**config.mk**
```make
export PLATFORM = sky130hd
export DESIGN_NAME = message_segmenter_unit
export DESIGN_NICKNAME = d
export VERILOG_FILES = /design/src/rtl/core/msgseg_pkg.sv /design/src/rtl/core/msgseg_front.sv /design/src/rtl/core/msgseg_queue.sv /design/src/rtl/core/msgseg_back.sv /design/src/rtl/core/message_segmenter_unit.sv
export SDC_FILE = /design/constraint.sdc
export NUM_CORES = 1
export LEC_CHECK = 0
export BUFFER_PORTS_ARGS = -buffer_cell sky130_fd_sc_hd__buf_2
export CAP_MARGIN = 20
export CORE_MARGIN = 8
export CORE_UTILIZATION = 48
export DETAILED_ROUTE_END_ITERATION = 7
export PLACE_DENSITY = 0.67
export SYNTH_ARGS = -nofsm -noshare
export SYNTH_HDL_FRONTEND = slang
export SYNTH_HIERARCHICAL = 1
export SYNTH_SLANG_ARGS = --single-unit
```
**constraint.sdc**
```tcl
create_clock -name clk_i -period 4.8 [get_ports clk_i]
set_input_delay 0.72 -clock clk_i [delete_from_list [all_inputs] [get_ports clk_i]]
set_output_delay 0.72 -clock clk_i [all_outputs]
set_load 0.05 [all_outputs]
```
**src/rtl/core/msgseg_pkg.sv**
```systemverilog
`timescale 1ns / 1ps

package msgseg_pkg;

  localparam int unsigned LenW   = 15;
  localparam int unsigned ByteW  = 8;
  localparam int unsigned QDepth = 4;
  localparam int unsigned QAw    = 2;
  localparam int unsigned QCntW  = 3;

  // reciprocal divide: exact floor for any LenW-bit numerator and a divisor up to 2^8
  localparam int unsigned RecipShift = LenW + 8;
  localparam int unsigned RecipW     = RecipShift + 1;
  localparam int unsigned ProdW      = LenW + RecipW;

  localparam logic [ByteW-1:0] IdLast   = 8'd254;
  localparam logic [ByteW-1:0] CountMax = 8'd255;

  typedef struct packed {
    logic             start;
    logic [LenW-1:0]  len;
    logic [ByteW-1:0] total;
    logic [ByteW-1:0] id;
    logic [ByteW-1:0] data;
  } q_word_t;

endpackage

```
**src/rtl/core/msgseg_front.sv**
```systemverilog
`timescale 1ns / 1ps

module msgseg_front #(
  parameter int unsigned PAYLOAD_MAX = 128
) (
  input  logic                       clk_i,
  input  logic                       rst_ni,
  input  logic                       in_valid_i,
  output logic                       in_ready_o,
  input  logic [msgseg_pkg::LenW-1:0]  len_i,
  input  logic [msgseg_pkg::ByteW-1:0] data_i,
  output logic                       push_o,
  output msgseg_pkg::q_word_t        word_o,
  input  logic                       full_i
);
  import msgseg_pkg::*;

  localparam logic [RecipW-1:0] RecipMul =
    RecipW'(((64'd1 << RecipShift) + 64'(PAYLOAD_MAX) - 64'd1) / 64'(PAYLOAD_MAX));

  logic             in_msg_q, in_msg_d;
  logic [LenW-1:0]  left_q, left_d;
  logic [ByteW-1:0] next_id_q, next_id_d;
  logic [ByteW-1:0] cur_id_q, cur_id_d;
  logic [ProdW-1:0] prod;
  logic [ProdW-RecipShift-1:0] quot;
  logic [ByteW-1:0] total;
  logic             accept;

  assign in_ready_o = !full_i;
  assign accept     = in_valid_i && !full_i;

  assign prod  = ProdW'(len_i) * ProdW'(RecipMul);
  assign quot  = prod[ProdW-1:RecipShift];
  assign total = (quot >= (ProdW-RecipShift)'(CountMax)) ? CountMax : ByteW'(quot + 1'b1);

  always_comb begin
    in_msg_d  = in_msg_q;
    left_d    = left_q;
    next_id_d = next_id_q;
    cur_id_d  = cur_id_q;
    push_o    = 1'b0;
    word_o.start = !in_msg_q;
    word_o.len   = len_i;
    word_o.total = total;
    word_o.id    = in_msg_q ? cur_id_q : next_id_q;
    word_o.data  = data_i;
    if (accept) begin
      if (!in_msg_q) begin
        cur_id_d  = next_id_q;
        next_id_d = (next_id_q >= IdLast) ? '0 : next_id_q + 1'b1;
        if (len_i != '0) begin
          push_o   = 1'b1;
          left_d   = len_i - 1'b1;
          in_msg_d = (len_i > LenW'(1));
        end
      end else begin
        push_o   = 1'b1;
        left_d   = left_q - 1'b1;
        in_msg_d = (left_q > LenW'(1));
      end
    end
  end

  always_ff @(posedge clk_i or negedge rst_ni) begin
    if (!rst_ni) begin
      in_msg_q  <= 1'b0;
      left_q    <= '0;
      next_id_q <= '0;
      cur_id_q  <= '0;
    end else begin
      in_msg_q  <= in_msg_d;
      left_q    <= left_d;
      next_id_q <= next_id_d;
      cur_id_q  <= cur_id_d;
    end
  end

endmodule

```
**src/rtl/core/msgseg_queue.sv**
```systemverilog
`timescale 1ns / 1ps

module msgseg_queue (
  input  logic                clk_i,
  input  logic                rst_ni,
  input  logic                push_i,
  input  msgseg_pkg::q_word_t word_i,
  output logic                full_o,
  output logic                valid_o,
  input  logic                pop_i,
  output msgseg_pkg::q_word_t word_o
);
  import msgseg_pkg::*;

  q_word_t          mem_q [QDepth];
  logic [QAw-1:0]   wr_ptr_q, rd_ptr_q;
  logic [QCntW-1:0] cnt_q;
  logic             do_push, do_pop;

  assign full_o  = (cnt_q == QCntW'(QDepth));
  assign valid_o = (cnt_q != '0);
  assign word_o  = mem_q[rd_ptr_q];
  assign do_push = push_i && !full_o;
  assign do_pop  = pop_i && valid_o;

  always_ff @(posedge clk_i) begin
    if (do_push) begin
      mem_q[wr_ptr_q] <= word_i;
    end
  end

  always_ff @(posedge clk_i or negedge rst_ni) begin
    if (!rst_ni) begin
      wr_ptr_q <= '0;
      rd_ptr_q <= '0;
      cnt_q    <= '0;
    end else begin
      if (do_push) begin
        wr_ptr_q <= wr_ptr_q + 1'b1;
      end
      if (do_pop) begin
        rd_ptr_q <= rd_ptr_q + 1'b1;
      end
      unique case ({do_push, do_pop})
        2'b10:   cnt_q <= cnt_q + 1'b1;
        2'b01:   cnt_q <= cnt_q - 1'b1;
        default: cnt_q <= cnt_q;
      endcase
    end
  end

endmodule

```
**src/rtl/core/msgseg_back.sv**
```systemverilog
`timescale 1ns / 1ps

module msgseg_back #(
  parameter int unsigned PAYLOAD_MAX = 128
) (
  input  logic                       clk_i,
  input  logic                       rst_ni,
  input  logic                       q_valid_i,
  input  msgseg_pkg::q_word_t        q_word_i,
  output logic                       pop_o,
  output logic                       out_valid_o,
  input  logic                       out_ready_i,
  output logic [msgseg_pkg::ByteW-1:0] id_o,
  output logic [msgseg_pkg::ByteW-1:0] index_o,
  output logic [msgseg_pkg::ByteW-1:0] total_o,
  output logic [msgseg_pkg::ByteW-1:0] plen_o,
  output logic [msgseg_pkg::ByteW-1:0] byte_o,
  output logic                       first_o,
  output logic                       last_o,
  output logic                       eom_o
);
  import msgseg_pkg::*;

  localparam logic [ByteW-1:0] PayMax = ByteW'(PAYLOAD_MAX);

  logic [LenW-1:0]  left_q;
  logic [ByteW-1:0] pkt_q, bip_q, plen_q, id_q, total_q;
  logic [LenW-1:0]  cur_left, left_nxt;
  logic [ByteW-1:0] cur_pkt, cur_bip, cur_plen, cur_id, cur_total, start_plen, nxt_plen;
  logic             first, last, eom;
  logic             out_valid_q;

  function automatic logic [ByteW-1:0] plen_for(input logic [LenW-1:0] rem);
    plen_for = (rem < LenW'(PayMax)) ? rem[ByteW-1:0] : PayMax;
  endfunction

  assign pop_o       = q_valid_i && (!out_valid_q || out_ready_i);
  assign out_valid_o = out_valid_q;

  assign start_plen = plen_for(q_word_i.len);
  assign cur_left   = q_word_i.start ? q_word_i.len   : left_q;
  assign cur_pkt    = q_word_i.start ? '0             : pkt_q;
  assign cur_bip    = q_word_i.start ? '0             : bip_q;
  assign cur_plen   = q_word_i.start ? start_plen     : plen_q;
  assign cur_id     = q_word_i.start ? q_word_i.id    : id_q;
  assign cur_total  = q_word_i.start ? q_word_i.total : total_q;

  assign first    = (cur_bip == '0);
  assign last     = ({1'b0, cur_bip} + 9'd1 >= {1'b0, cur_plen});
  assign eom      = (cur_left <= LenW'(1));
  assign left_nxt = (cur_left != '0) ? cur_left - 1'b1 : '0;
  assign nxt_plen = plen_for(left_nxt);

  always_ff @(posedge clk_i or negedge rst_ni) begin
    if (!rst_ni) begin
      out_valid_q <= 1'b0;
      left_q      <= '0;
      pkt_q       <= '0;
      bip_q       <= '0;
      plen_q      <= '0;
      id_q        <= '0;
      total_q     <= '0;
    end else begin
      if (pop_o) begin
        out_valid_q <= 1'b1;
        left_q      <= left_nxt;
        id_q        <= cur_id;
        total_q     <= cur_total;
        if (last) begin
          bip_q  <= '0;
          pkt_q  <= (cur_pkt < CountMax) ? cur_pkt + 1'b1 : cur_pkt;
          plen_q <= nxt_plen;
        end else begin
          bip_q  <= cur_bip + 1'b1;
          pkt_q  <= cur_pkt;
          plen_q <= cur_plen;
        end
      end else if (out_ready_i) begin
        out_valid_q <= 1'b0;
      end
    end
  end

  // output word, no reset
  always_ff @(posedge clk_i) begin
    if (pop_o) begin
      id_o    <= cur_id;
      index_o <= cur_pkt;
      total_o <= cur_total;
      plen_o  <= cur_plen;
      byte_o  <= q_word_i.data;
      first_o <= first;
      last_o  <= last;
      eom_o   <= eom;
    end
  end

endmodule

```
**src/rtl/core/message_segmenter_unit.sv**
```systemverilog
`timescale 1ns / 1ps

// message segmenter
// input stream: one message byte per word; the first word of a message also
// carries the message length (bits 14:0), the byte sits in bits 22:15. a first
// word with length zero uses up a message id and gives no output word.
// output stream: one word per byte, tagged with message id, packet index,
// packet total (length / PAYLOAD_MAX + 1, saturated at 255) and packet length;
// tlast marks the last byte of a packet, tuser carries first-of-packet and
// end-of-message.
// an accepted input word passes the combinational classify stage into the
// 4-word queue and then goes through the output register. throughput: one
// word per cycle in steady flow.
// the front keeps taking words while the queue has room, so a stalled receiver
// stops the input only after 4 words plus the output register are held.
// reset clears the message id to 0 and leaves the block idle between messages.
// data and tags are held stable while tvalid is high and tready low.
module message_segmenter_unit #(
  parameter int unsigned PAYLOAD_MAX = 128
) (
  input  logic        clk_i,
  input  logic        rst_ni,
  input  logic        s_axis_tvalid,
  output logic        s_axis_tready,
  input  logic [23:0] s_axis_tdata,  // message_length[14:0], data_byte[22:15], zero
  output logic        m_axis_tvalid,
  input  logic        m_axis_tready,
  output logic [39:0] m_axis_tdata,  // msg id, pkt index, pkt total,
                                     // pkt len, byte (8 bits each)
  output logic        m_axis_tlast,  // last_of_packet
  output logic [1:0]  m_axis_tuser   // first_of_packet, end_of_message
);
  import msgseg_pkg::*;

  q_word_t push_word, pop_word;
  logic    push, full, q_valid, pop;

  msgseg_front #(.PAYLOAD_MAX(PAYLOAD_MAX)) u_front (
    .clk_i      (clk_i),
    .rst_ni     (rst_ni),
    .in_valid_i (s_axis_tvalid),
    .in_ready_o (s_axis_tready),
    .len_i      (s_axis_tdata[14:0]),
    .data_i     (s_axis_tdata[22:15]),
    .push_o     (push),
    .word_o     (push_word),
    .full_i     (full)
  );

  msgseg_queue u_queue (
    .clk_i   (clk_i),
    .rst_ni  (rst_ni),
    .push_i  (push),
    .word_i  (push_word),
    .full_o  (full),
    .valid_o (q_valid),
    .pop_i   (pop),
    .word_o  (pop_word)
  );

  msgseg_back #(.PAYLOAD_MAX(PAYLOAD_MAX)) u_back (
    .clk_i       (clk_i),
    .rst_ni      (rst_ni),
    .q_valid_i   (q_valid),
    .q_word_i    (pop_word),
    .pop_o       (pop),
    .out_valid_o (m_axis_tvalid),
    .out_ready_i (m_axis_tready),
    .id_o        (m_axis_tdata[7:0]),
    .index_o     (m_axis_tdata[15:8]),
    .total_o     (m_axis_tdata[23:16]),
    .plen_o      (m_axis_tdata[31:24]),
    .byte_o      (m_axis_tdata[39:32]),
    .first_o     (m_axis_tuser[0]),
    .last_o      (m_axis_tlast),
    .eom_o       (m_axis_tuser[1])
  );

endmodule

```
# Word-level counts from Yosys, hierarchy flattened
# Memory sizes are Yosys's and may differ from the RTL's.
# Cells that the tools add are included.
# classes
addsub	12
order_cmp	9
eq_ne	3
n_mux	28
bitwise	1
reduce_logical	17
# op_table
cell	count
$mux W8	14
$mux W15	4
$sub A15 B1 Y15 const B	3
$add A8 B1 Y8 const B	4
$gt A15 B1 Y1 const B	2
$lt A15 B8 Y1 const B	2
$reduce_bool A15 Y1	2
$ge A8 B8 Y1 const B	2
$le A15 B1 Y1 const B	1
$add A8 B1 Y9 const B	1
$ge A9 B8 Y1	1
$mux W1	9
$logic_not A8 Y1	1
$lt A8 B8 Y1 const B	1
$pmux W3 S2	1
$reduce_bool A2 Y1	3
$add A2 B1 Y2 const B	2
$logic_and A1 B1 Y1	4
$reduce_and A2 Y1	2
$add A3 B1 Y3 const B	1
$eq A3 B3 Y1 const B	1
$logic_not A1 Y1	3
$reduce_bool A3 Y1	1
$sub A3 B1 Y3 const B	1
other kinds (4)	4
# word_totals
reg_bits	138
ram_bits	160
input_bits	28
out_inout_bits	45
elab_cells	93
mem_count	1
# memory_table
name	depth	width	read_ports	rd_ports_with_merged_regs	write_ports	line_no	rtl
u_queue.mem_q	4	40	1	0	1	msgseg_queue.sv:15	q_word_t mem_q [QDepth];

# Logic depth before layout (Yosys ltp)
# Gate-level depths: netlist of the first run.
# depth
ltp_word	7
mapped_depth	25
mapped_depth_nobuf	16

# Cells and area by module
# Netlist of the first run, hierarchy kept.
# by_module_without_submodules
mod	instances	cells_per_inst	area_per_inst_um2	seq_area_each_um2
msgseg_queue	1	247	6251.0	4979.8
msgseg_back	1	486	5496.5	2692.6
msgseg_front	1	317	2566.2	800.8

# Worst setup path after synthesis of the first run
# OpenSTA, ideal clock, no wires.
# synth_timing
kind	register to register
start	register u_queue.rd_ptr_q[0]
end	register u_back.plen_q[5]
setup_time_ns	0.104
t_arrival_ns	5.027
required_time_ns	4.696
setup_slack_ns	-0.331
stages_incl_launch_ff	25
path_buffers	10
cell_sequence	dfrtp_1 buf_6 buf_12 mux4_2 buf_6 buf_12 buf_6 buf_2 clkbuf_1 clkbuf_1 nor2b_1 ha_1 nand4b_1 or3_1 a21oi_1 ha_1 o21ai_0 nor2_1 nor3_1 and2_1 clkbuf_1 inv_1 clkbuf_1 o31a_1 o41ai_2
# synth_rtl
element	line_no	rtl
from (decl)	msgseg_queue.sv:16	logic [QAw-1:0] wr_ptr_q, rd_ptr_q;
from (signal assigned)	msgseg_queue.sv:42	rd_ptr_q <= rd_ptr_q + 1'b1;
to (signal assigned)	msgseg_back.sv:72	plen_q <= nxt_plen;
to (signal assigned)	msgseg_back.sv:76	plen_q <= cur_plen;
to (decl)	msgseg_back.sv:27	logic [ByteW-1:0] pkt_q, bip_q, plen_q, id_q, total_q;

==> results.toml, run 1 <==
[clock_tree]
clk_pin_slew_worst_paths_ns = 0.06
tritoncts = "yes"
clock_insertion_delay_at_the_later_pin_of_the_skew_report_ns = 0.56
cts-buffers-inserted = 31
clkSinkCount = 298
clock_path_buffers = 3
cts_root_buf = "sky130_fd_sc_hd__clkbuf_16"
cts-htree-levels = 1

[final_layout]
drive_gt1_frac = 0.255
largest_register_ffs = 160
largest_registers = "u_queue/mem_q (160), u_back/left_q (15), u_front/left_q (15)"
n_fill_cell = 2441
fin_cells = 1525
syn_to_final_growth_pct = 11.8
regMostFlops = "u_queue/mem_q"
layout.nets = 1165
diodes = 0

[die]
die-area_mm2 = 0.0356
starting_density_of_the_core = 0.486
core_area_mm2 = 0.0295
placement_rows = 63
io_pins = 73
die_x_um = 189
die_ht_um = 189

[power]
vdd.ir_drop.worst_mv = 0.331
power.density_cell_area_mw_per_mm2 = 645
pwr-share-seq = 0.379
part_of_the_total_power_dissipated_in_combinational_logic = 0.385
power.switching_mw = 3.79
p_sw_frac = 0.368
total_power_mw = 10.3
pwr-share-clk = 0.236
internal_power_mw = 6.53
leakagePower_nw = 6.07

[synth]
ys_async_sr_fraction = 0.319
syn-num-nets = 1105
syn_avg_cell_area_um2 = 13.6
yosysWarnings = 6
synth_edf_count = 203
synth_area_mm2 = 0.0143
dominantRegCellSynth = "sky130_fd_sc_hd__edfxtp_1"
synth.yosys.seq_area_share = 0.592
synth.lib_cells_used.distinct = 92
postSynthRegisterBits = 298
number_of_standard_cells_after_synthesis = 1050

[grt]
largest_net_degree_at_the_start_of_global_routing = 59
via_count_of_the_first_global_routing_pass = 8675
grt_use_total = 0.159
number_of_antenna_violations_at_the_first_check_in_global_routing = 0
first_pass_grt_wire_length_um = 46700
globalRoute.totalOverflow = 0

[place]
dp_cells = 1460
dp_hpwl_um = 18700
gp_congestion = 0.838
place.port_buffers = 71

[worst_setup_path]
path_class = "reg -> reg"
crit_path_end_kind = "flip-flop"
cp_data_required_time_ns = 5.23
reg2reg_setup_slack_ns = 0.30
cp-start-kind = "flip-flop"
worstRegToRegCells = 15
crit_path_max_fanout = 15
critical_path_arrival_ns = 4.93

[timing]
hold_slack_ns = 0.386
slew_viol_final = 0
timing.final.hold_violations = 0
max_freq_mhz = 222
finalClockSkew_ns = 0.0145
timing.max_slew.rel_slack = 0.411
min_period_over_period = 0.938
post-route-min-period_ns = 4.50
worstMarginPinSlew_ns = 0.881
final-setup-viol-count = 0

[min_path]
worst_min_delay_path_category = "in -> reg"
timing.hold.worst_path_depth = 1

[routing]
avgViaCountPerCell = 5.68
antenna_violating_nets_post_route = 0
avgRoutedWirePerCell_um = 18.9
drt_pass1_iterations = 5
dr_total_vias = 8656
wl_um = 28800
route.detailed.drc = 0
drtIter0Drc = 620

[flow_run]
max_cap_viol_count = 0

[run_status]
status = "complete, no violations"
[cells in the mapped netlist (all sizes together), types with 11 or more instances]
cell type	count	area share
a21oi	21	0.0073
a31oi	12	0.0052
and3	13	0.0058
buf	45	0.028
clkbuf	30	0.0080
dfrtp	95	0.17
edfxtp	203	0.43
ha	26	0.023
inv	36	0.0094
mux2	43	0.034
mux2i	21	0.017
mux4	40	0.063
nand2	104	0.027
nand3	18	0.0066
nor2	51	0.013
nor3	35	0.016
nor3b	13	0.0094
nor4	12	0.0082
o21ai	41	0.014
o22ai	11	0.0057
or3	11	0.0049
xnor2	17	0.010
xor2	17	0.010
[kinds of logic (layout without fill, tap and decap cells)]
logic type,count (synthesis),count (layout),share of synthesized area
buffers and inverters,112,197,0.0453
flip-flops,298,298,0.592
multiplexers,104,104,0.115
adder cells (fa/ha/maj),27,27,0.0241
AND/OR/NAND/NOR,311,311,0.119
AO/OA/AOI/OAI,164,164,0.0844
XOR/XNOR,34,34,0.0208
[metal layers]
metal	part of all wire	track usage	wire length, um
met1	0.44	0.220	12800
met2	0.48	0.262	13800
met3	0.064	0.0251	1850
met4	0.013	0.0358	388
met5	0	0	0
[metrics by stage]
stage          TNS (ns)  setup slack [ns]  instance area, um2  utilization
2_1_floorplan         0            0.0102               14300            -
3_3_place_gp          0             0.169               14900        0.505
3_5_place_dp          0             0.149               14900        0.505
4_1_cts               0             0.107               15900        0.541
5_1_grt        -0.00697          -0.00697               16000        0.543
6_report              0             0.295               16000        0.543
[path summary, 6_finish.rpt]
| path | from | endpoint |
|---|---|---|
| min in group asynchronous | rst_ni | u_back/bip_q[3]$_DFFE_PN0P_ |
| hold reg to reg | u_front/cur_id_q[6]$_DFFE_PN0P_ | u_front/cur_id_q[6]$_DFFE_PN0P_ |
| setup / recovery | u_queue/rd_ptr_q[0]$_DFFE_PN0P_ | u_back/bip_q[3]$_DFFE_PN0P_ |
| setup reg to reg | u_queue/rd_ptr_q[0]$_DFFE_PN0P_ | u_back/bip_q[3]$_DFFE_PN0P_ |
| max in group asynchronous | rst_ni | u_queue/rd_ptr_q[0]$_DFFE_PN0P_ |
| hold / removal | s_axis_tdata[18] | u_queue/mem_q[2][3]$_DFFE_PP_ |
[repair_timing]
item                                   in CTS  in global routing
setup endpoints to repair                   0                 10
hold buffers                                1                  0
buffers inserted                            0                  6
endpoints found under the hold margin      10                  0
gates resized for setup                     0                  2
[placed cells by master, fill, tap and decap left out, types with 12 or more instances in the layout]
| master | synthesis | layout |
|---|---|---|
| sky130_fd_sc_hd__edfxtp_1 | 203 | 203 |
| sky130_fd_sc_hd__nand2_1 | 104 | 104 |
| sky130_fd_sc_hd__dfrtp_1 | 95 | 93 |
| sky130_fd_sc_hd__buf_2 | 8 | 70 |
| sky130_fd_sc_hd__nor2_1 | 51 | 51 |
| sky130_fd_sc_hd__mux2_2 | 42 | 42 |
| sky130_fd_sc_hd__o21ai_0 | 40 | 40 |
| sky130_fd_sc_hd__mux4_2 | 38 | 37 |
| sky130_fd_sc_hd__inv_1 | 35 | 33 |
| sky130_fd_sc_hd__clkbuf_16 | 0 | 31 |
| sky130_fd_sc_hd__buf_4 | 24 | 28 |
| sky130_fd_sc_hd__nor3_1 | 28 | 27 |
| sky130_fd_sc_hd__ha_1 | 26 | 25 |
| sky130_fd_sc_hd__a21oi_1 | 21 | 20 |
| sky130_fd_sc_hd__mux2i_1 | 18 | 18 |
| sky130_fd_sc_hd__xnor2_1 | 17 | 17 |
| sky130_fd_sc_hd__nand3_1 | 17 | 17 |
| sky130_fd_sc_hd__xor2_1 | 17 | 17 |
| sky130_fd_sc_hd__and3_1 | 12 | 12 |
| sky130_fd_sc_hd__a31oi_1 | 12 | 12 |
[power groups by stage]
stage / sequential (mW) / clock, mW / combinational, mW
global placement: 3.93 / 0 / 3.91
floorplan: 4.38 / 0 / 2.73
CTS: 3.91 / 2.49 / 3.98
global route: 3.99 / 2.59 / 4.31
detailed placement: 3.95 / 0 / 3.97
finish: 3.91 / 2.44 / 3.98
[area by class of cell]
class                      instances  area, um2  share of cell area
multi-input combinational        640       5220               0.326
tap                              390        488              0.0305
clock buffer                      40        820              0.0512
clock inverter                    18        219              0.0137
inverter                          37        144             0.00899
sequential                       298       8480               0.530
timing repair buffer             102        631              0.0394
[worst max-delay path, stage by stage (launching register included)]
cell                         delay [ns]
sky130_fd_sc_hd__dfrtp_4           0.60
sky130_fd_sc_hd__buf_4             0.24
sky130_fd_sc_hd__mux4_2            0.58
sky130_fd_sc_hd__or4_1             0.48
sky130_fd_sc_hd__nor3_4            0.28
sky130_fd_sc_hd__buf_4             0.19
sky130_fd_sc_hd__a22o_1            0.16
sky130_fd_sc_hd__inv_1             0.07
sky130_fd_sc_hd__ha_1              0.28
sky130_fd_sc_hd__o21ai_0           0.15
sky130_fd_sc_hd__a21oi_1           0.06
sky130_fd_sc_hd__o31ai_1           0.31
sky130_fd_sc_hd__and2_1            0.30
sky130_fd_sc_hd__clkinvlp_4        0.13
sky130_fd_sc_hd__buf_4             0.16
sky130_fd_sc_hd__o41ai_1           0.37
(Power assumes the default switching activity.)
==> run 2, diff against run 1 <==
--- a/config.mk
+++ b/config.mk
@@ -10,7 +10,6 @@
 export CORE_MARGIN = 8
 export CORE_UTILIZATION = 48
 export DETAILED_ROUTE_END_ITERATION = 7
-export PLACE_DENSITY = 0.67
 export SYNTH_ARGS = -nofsm -noshare
 export SYNTH_HDL_FRONTEND = slang
 export SYNTH_HIERARCHICAL = 1
==> constraint.sdc (replaced) <==
create_clock -name clk_i -period 5.8 [get_ports clk_i]
set_input_delay 0.87 -clock clk_i [delete_from_list [all_inputs] [get_ports clk_i]]
set_output_delay 0.87 -clock clk_i [all_outputs]
set_load 0.05 [all_outputs]
==> results.toml, run 2 (same netlist as run 1, synthesis figures left out) <==
[run_status]
status = "complete, no violations"

[place]
gp_congestion = 0.821
dp_hpwl_um = 19700
place.port_buffers = 71

[final_layout]
diodes = 0
syn_to_final_growth_pct = 11.4
largest_register_ffs = 160
multi_input_gate_area_mm2 = 0.00520
register_cell_area_after_layout_mm2 = 0.00848
regMostFlops = "u_queue/mem_q"
n_fill_cell = 2456
largest_registers = "u_queue/mem_q (160), u_back/left_q (15), u_front/left_q (15)"
mostFrequentLayoutCell = "sky130_fd_sc_hd__edfxtp_1"
drive_gt1_frac = 0.249
layout_common_cells = "sky130_fd_sc_hd__edfxtp_1 (203), sky130_fd_sc_hd__nand2_1 (104), sky130_fd_sc_hd__dfrtp_1 (93)"
layout.nets = 1160

[timing]
setup-tns-final_ns = 0
worstMarginPinSlew_ns = 1.03
timing.max_slew.rel_slack = 0.313
slew_viol_final = 0
finalClockSkew_ns = 0.0131
min_period_over_period = 0.851
final-setup-viol-count = 0
grt_setup_unrepaired = "false"
post-route-min-period_ns = 4.93
timing.final.hold_violations = 0
max_freq_mhz = 203

[worst_setup_path]
critical_path.reg2reg.endpoint = "u_back/pkt_q[6]$_DFFE_PN0P_"
critical_path_cell_by_cell = "mux4_4, nor2b_1, ha_1, nand4b_1, or3_1, a21oi_1, ha_1, o21ai_0, nor2_1, nor3_1, buf_4, and2_1, inv_1, a41o_1, a21oi_1"
reg2reg_setup_slack_ns = 0.87
crit_path_max_fanout = 19
crit_path_max_incr_delay_ns = 0.88
crit_path_end_kind = "flip-flop"
cp-start-kind = "flip-flop"
critical-path-slowest-cell = "sky130_fd_sc_hd__mux4_4"
crit_family = "simple AND/OR/NAND/NOR gates"
path_buf_inv = 2
critical_path_arrival_ns = 5.35
path_class = "reg -> reg"
worstRegToRegCells = 15
crit-reg2reg-launch = "u_queue/rd_ptr_q[0]$_DFFE_PN0P_"
cp_data_required_time_ns = 6.22

[clock_tree]
cts-buffers-inserted = 34
post_cts_resized = 0
postCtsSetupRepairBufs = 0
clock_insertion_delay_at_the_later_pin_of_the_skew_report_ns = 0.50
clkSinkCount = 298
clock_path_buffers = 3
tritoncts = "yes"
clk_pin_slew_worst_paths_ns = 0.06
cts-htree-levels = 2
postCtsHoldBufs = 0
cts_root_buf = "sky130_fd_sc_hd__clkbuf_16"

[routing]
dr_total_vias = 8640
antenna_violating_nets_post_route = 0
drtIter0Drc = 618
avgRoutedWirePerCell_um = 19.7
route.detailed.drc = 0
wl_um = 30000
drt_pass1_iterations = 5
avgViaCountPerCell = 5.68

[power]
vdd.ir_drop.worst_mv = 0.223
total_power_mw = 8.63
power.density_cell_area_mw_per_mm2 = 541
leakagePower_nw = 6.05

[grt]
grt_use_total = 0.168
largest_net_degree_at_the_start_of_global_routing = 60
first_pass_grt_wire_length_um = 48400
via_count_of_the_first_global_routing_pass = 8672
globalRoute.totalOverflow = 0
number_of_antenna_violations_at_the_first_check_in_global_routing = 0

[die]
core_area_mm2 = 0.0295
starting_density_of_the_core = 0.486
io_pins = 73
die-area_mm2 = 0.0356
die_ht_um = 189
die_x_um = 189
placement_rows = 63

[flow_run]
max_cap_viol_count = 0

[min_path]
worst_min_delay_path_category = "in -> async"
[run 2: cell types whose count changed in the layout (fill, tap and decap cells not counted), sizes merged]
cell and delta:
inv +1, bufinv -2, dlygate4sd3 -1, clkinv -5
buf -7, clkbuf +9
[run 2: layer usage]
layer,routed length [um],vias up,GRT usage
met5,0,-,0
met3,1370,44,0.0322
met1,13700,4328,0.229
met2,14200,186,0.270
li1,-,4082,-
met4,661,0,0.0544
[run 2: layout make-up]
| type | count | area share |
|---|---|---|
| clock buffers | 49 | 0.0601 |
| clock inverters | 12 | 0.00918 |
| inverters | 37 | 0.00879 |
| multi-input cells | 640 | 0.326 |
| flip-flops and latches | 298 | 0.532 |
| well taps | 390 | 0.0306 |
| repair buffers | 94 | 0.0333 |
[run 2: how the worst max path moves through the flow]
stage	end	startpoint	cells past startpoint	slack, ns
after floorplan	u_back/plen_q[5]$_DFFE_PN0P_	u_queue/rd_ptr_q[0]$_DFFE_PN0P_	24	0.67
after global placement	u_back/plen_q[5]$_DFFE_PN0P_	u_queue/rd_ptr_q[0]$_DFFE_PN0P_	15	0.90
after detailed placement	u_back/pkt_q[6]$_DFFE_PN0P_	u_queue/rd_ptr_q[0]$_DFFE_PN0P_	15	0.86
after CTS	u_back/bip_q[7]$_DFFE_PN0P_	u_queue/rd_ptr_q[0]$_DFFE_PN0P_	14	0.84
after global routing	u_back/bip_q[7]$_DFFE_PN0P_	u_queue/rd_ptr_q[0]$_DFFE_PN0P_	14	0.46
final	u_back/pkt_q[6]$_DFFE_PN0P_	u_queue/rd_ptr_q[0]$_DFFE_PN0P_	15	0.87
[run 2: per-stage QoR]
stage | hold WS, ns | util | cell area [um2] | worst slack, ns | cells
global route | 0.447 | 0.541 | 15900 | 0.464 | 1520
floorplan | 0.440 | - | 14300 | 0.669 | 1050
detailed placement | 0.458 | 0.503 | 14800 | 0.860 | 1459
finish | 0.408 | 0.541 | 15900 | 0.866 | 1520
CTS | 0.426 | 0.541 | 15900 | 0.837 | 1520
global placement | 0.452 | 0.503 | 14800 | 0.898 | 1459
[run 2: where the power goes]
group | total, mW | switching [mW] | internal (mW) | leakage, nW
sequential | 3.24 | 0.310 | 2.93 | 3.11
combinational | 3.28 | 2.07 | 1.21 | 2.40
clock | 2.10 | 0.817 | 1.29 | 0.535
total | 8.63 | 3.19 | 5.43 | 6.05
==> run 3, diff against run 2 <==
--- a/config.mk
+++ b/config.mk
@@ -7,9 +7,12 @@
 export LEC_CHECK = 0
 export BUFFER_PORTS_ARGS = -buffer_cell sky130_fd_sc_hd__buf_2
 export CAP_MARGIN = 20
+export CELL_PAD_IN_SITES_DETAIL_PLACEMENT = 0
+export CELL_PAD_IN_SITES_GLOBAL_PLACEMENT = 1
 export CORE_MARGIN = 8
 export CORE_UTILIZATION = 48
 export DETAILED_ROUTE_END_ITERATION = 7
+export PLACE_DENSITY_LB_ADDON = 0.1
 export SYNTH_ARGS = -nofsm -noshare
 export SYNTH_HDL_FRONTEND = slang
 export SYNTH_HIERARCHICAL = 1
==> results.toml, run 3 (same netlist as run 1, synthesis figures left out) <==
[worst_setup_path]
worstRegToRegCells = 15
crit_path_end_kind = "flip-flop"
crit-reg2reg-launch = "u_queue/rd_ptr_q[0]$_DFFE_PN0P_"
crit_path_max_fanout = 10
path_class = "reg -> reg"
cp-start-kind = "flip-flop"
crit_path_max_incr_delay_ns = 0.64
crit_top_cell = "sky130_fd_sc_hd__buf_4"
endpoint = "u_back/plen_q[5]$_DFFE_PN0P_"
critical_path_cell_by_cell = "buf_4, mux4_2, or4b_1, nor3_4, a22o_1, inv_1, ha_1, nand4_1, nor2_1, o31ai_1, buf_4, and2_1, buf_4, or4_4, o41ai_2"
critical-path-slowest-cell = "sky130_fd_sc_hd__or4b_1"
cp_data_required_time_ns = 6.20
critPathLaunch = "u_queue/rd_ptr_q[0]$_DFFE_PN0P_"
critical_path.reg2reg.endpoint = "u_back/plen_q[5]$_DFFE_PN0P_"
reg2reg_setup_slack_ns = 0.91
critical_path_arrival_ns = 5.30

[final_layout]
n_fill_cell = 2462
layout.nets = 1160
layout_common_cells = "sky130_fd_sc_hd__edfxtp_1 (203), sky130_fd_sc_hd__nand2_1 (104), sky130_fd_sc_hd__dfrtp_1 (93)"
diodes = 0
largest_registers = "u_queue/mem_q (160), u_back/left_q (15), u_front/left_q (15)"
utilization = 0.540
syn_to_final_growth_pct = 11.2
drive_gt1_frac = 0.247
finish.instance_area_mm2 = 0.0159
largest_register_ffs = 160
regMostFlops = "u_queue/mem_q"
mostFrequentLayoutCell = "sky130_fd_sc_hd__edfxtp_1"

[timing]
grt_setup_unrepaired = "false"
worstMarginPinSlew_ns = 0.999
finalClockSkew_ns = 0.0167
slew_viol_final = 0
timing.max_slew.rel_slack = 0.332
max_freq_mhz = 204
post-route-min-period_ns = 4.89
min_period_over_period = 0.844
final-setup-viol-count = 0
post-route-worst-setup-slack_ns = 0.906
timing.final.hold_violations = 0
setup-tns-final_ns = 0

[clock_tree]
post_cts_resized = 0
clock_path_buffers = 3
clkSinkCount = 298
clock_insertion_delay_at_the_later_pin_of_the_skew_report_ns = 0.51
postCtsSetupRepairBufs = 0
postCtsHoldBufs = 0
cts-buffers-inserted = 34
cts_root_buf = "sky130_fd_sc_hd__clkbuf_16"
clk_pin_slew_worst_paths_ns = 0.06
tritoncts = "yes"
cts-htree-levels = 2

[place]
pre_cts_ws_ns = 0.874
place.port_buffers = 71
placement.cell_area_mm2 = 0.0148
gp_congestion = 0.795
dp_hpwl_um = 20300

[power]
vdd.ir_drop.worst_mv = 0.277
power.density_cell_area_mw_per_mm2 = 543
leakagePower_nw = 6.04

[grt]
via_count_of_the_first_global_routing_pass = 8755
largest_net_degree_at_the_start_of_global_routing = 58
number_of_antenna_violations_at_the_first_check_in_global_routing = 0
grt_use_total = 0.178
first_pass_grt_wire_length_um = 50600
globalRoute.totalOverflow = 0

[die]
io_pins = 73
placement_rows = 63
starting_density_of_the_core = 0.486
die_x_um = 189
core_area_mm2 = 0.0295
die-area_mm2 = 0.0356
die_ht_um = 189

[routing]
drt_pass1_iterations = 5
avgRoutedWirePerCell_um = 20.7
drtIter0Drc = 600
antenna_violating_nets_post_route = 0
route.detailed.drc = 0
wl_um = 31500
dr_total_vias = 8645
avgViaCountPerCell = 5.68

[run_status]
status = "complete, no violations"

[flow_run]
max_cap_viol_count = 0

[min_path]
worst_min_delay_path_category = "in -> async"
## run 3: worst min-delay path by stage
| stage | slack [ns] | cells after the start | endpoint |
|---|---|---|---|
| 2_1_floorplan | 0.44 | 2 | u_front/cur_id_q[7]$_DFFE_PN0P_ |
| 3_3_place_gp | 0.45 | 2 | u_front/cur_id_q[7]$_DFFE_PN0P_ |
| 3_5_place_dp | 0.46 | 2 | u_front/cur_id_q[4]$_DFFE_PN0P_ |
| 4_1_cts | 0.45 | 1 | u_back/left_q[3]$_DFFE_PN0P_ |
| 5_1_grt | 0.48 | 1 | u_back/left_q[3]$_DFFE_PN0P_ |
| 6_report | 0.43 | 1 | u_back/left_q[3]$_DFFE_PN0P_ |
## run 3: area by class of cell
class | count | area (um2) | area share
timing repair buffer | 94 | 531 | 0.0333
multi-input combinational | 640 | 5200 | 0.327
clock inverter | 14 | 145 | 0.00912
inverter | 37 | 140 | 0.00880
tap | 390 | 488 | 0.0307
clock buffer | 48 | 935 | 0.0587
sequential | 298 | 8480 | 0.532
## run 3: critical path, delay by kind of cell (launching register included)
kind / cells / cell delay [ns]
DFF: 1 / 0.55
buffers and inverters: 4 / 0.70
and+or+nand+nor: 6 / 2.04
muxes: 1 / 0.60
adders and majority gates: 1 / 0.30
AOI/OAI and AO/OA: 3 / 0.58
## run 3: where the power goes
part	switching [mW]	internal [mW]
clock network	0.845	1.23
logic	2.12	1.21
registers	0.300	2.94
## run 3: per-layer routing
layer	global-route usage	vias up	routed length (um)	part of all wire
li1	-	4073	-	-
met5	0	-	0	0
met4	0.0445	0	604	0.019
met2	0.291	163	15300	0.48
met3	0.0275	43	1310	0.042
met1	0.246	4366	14300	0.45
## run 3: metrics by stage
| stage | cells | total power, mW | hold WS, ns |
|---|---|---|---|
| CTS | 1521 | 8.75 | 0.454 |
| floorplan | 1050 | 5.86 | 0.440 |
| finish | 1521 | 8.64 | 0.430 |
| global placement | 1459 | 6.60 | 0.452 |
| global route | 1521 | 9.13 | 0.476 |
| detailed placement | 1459 | 6.65 | 0.457 |
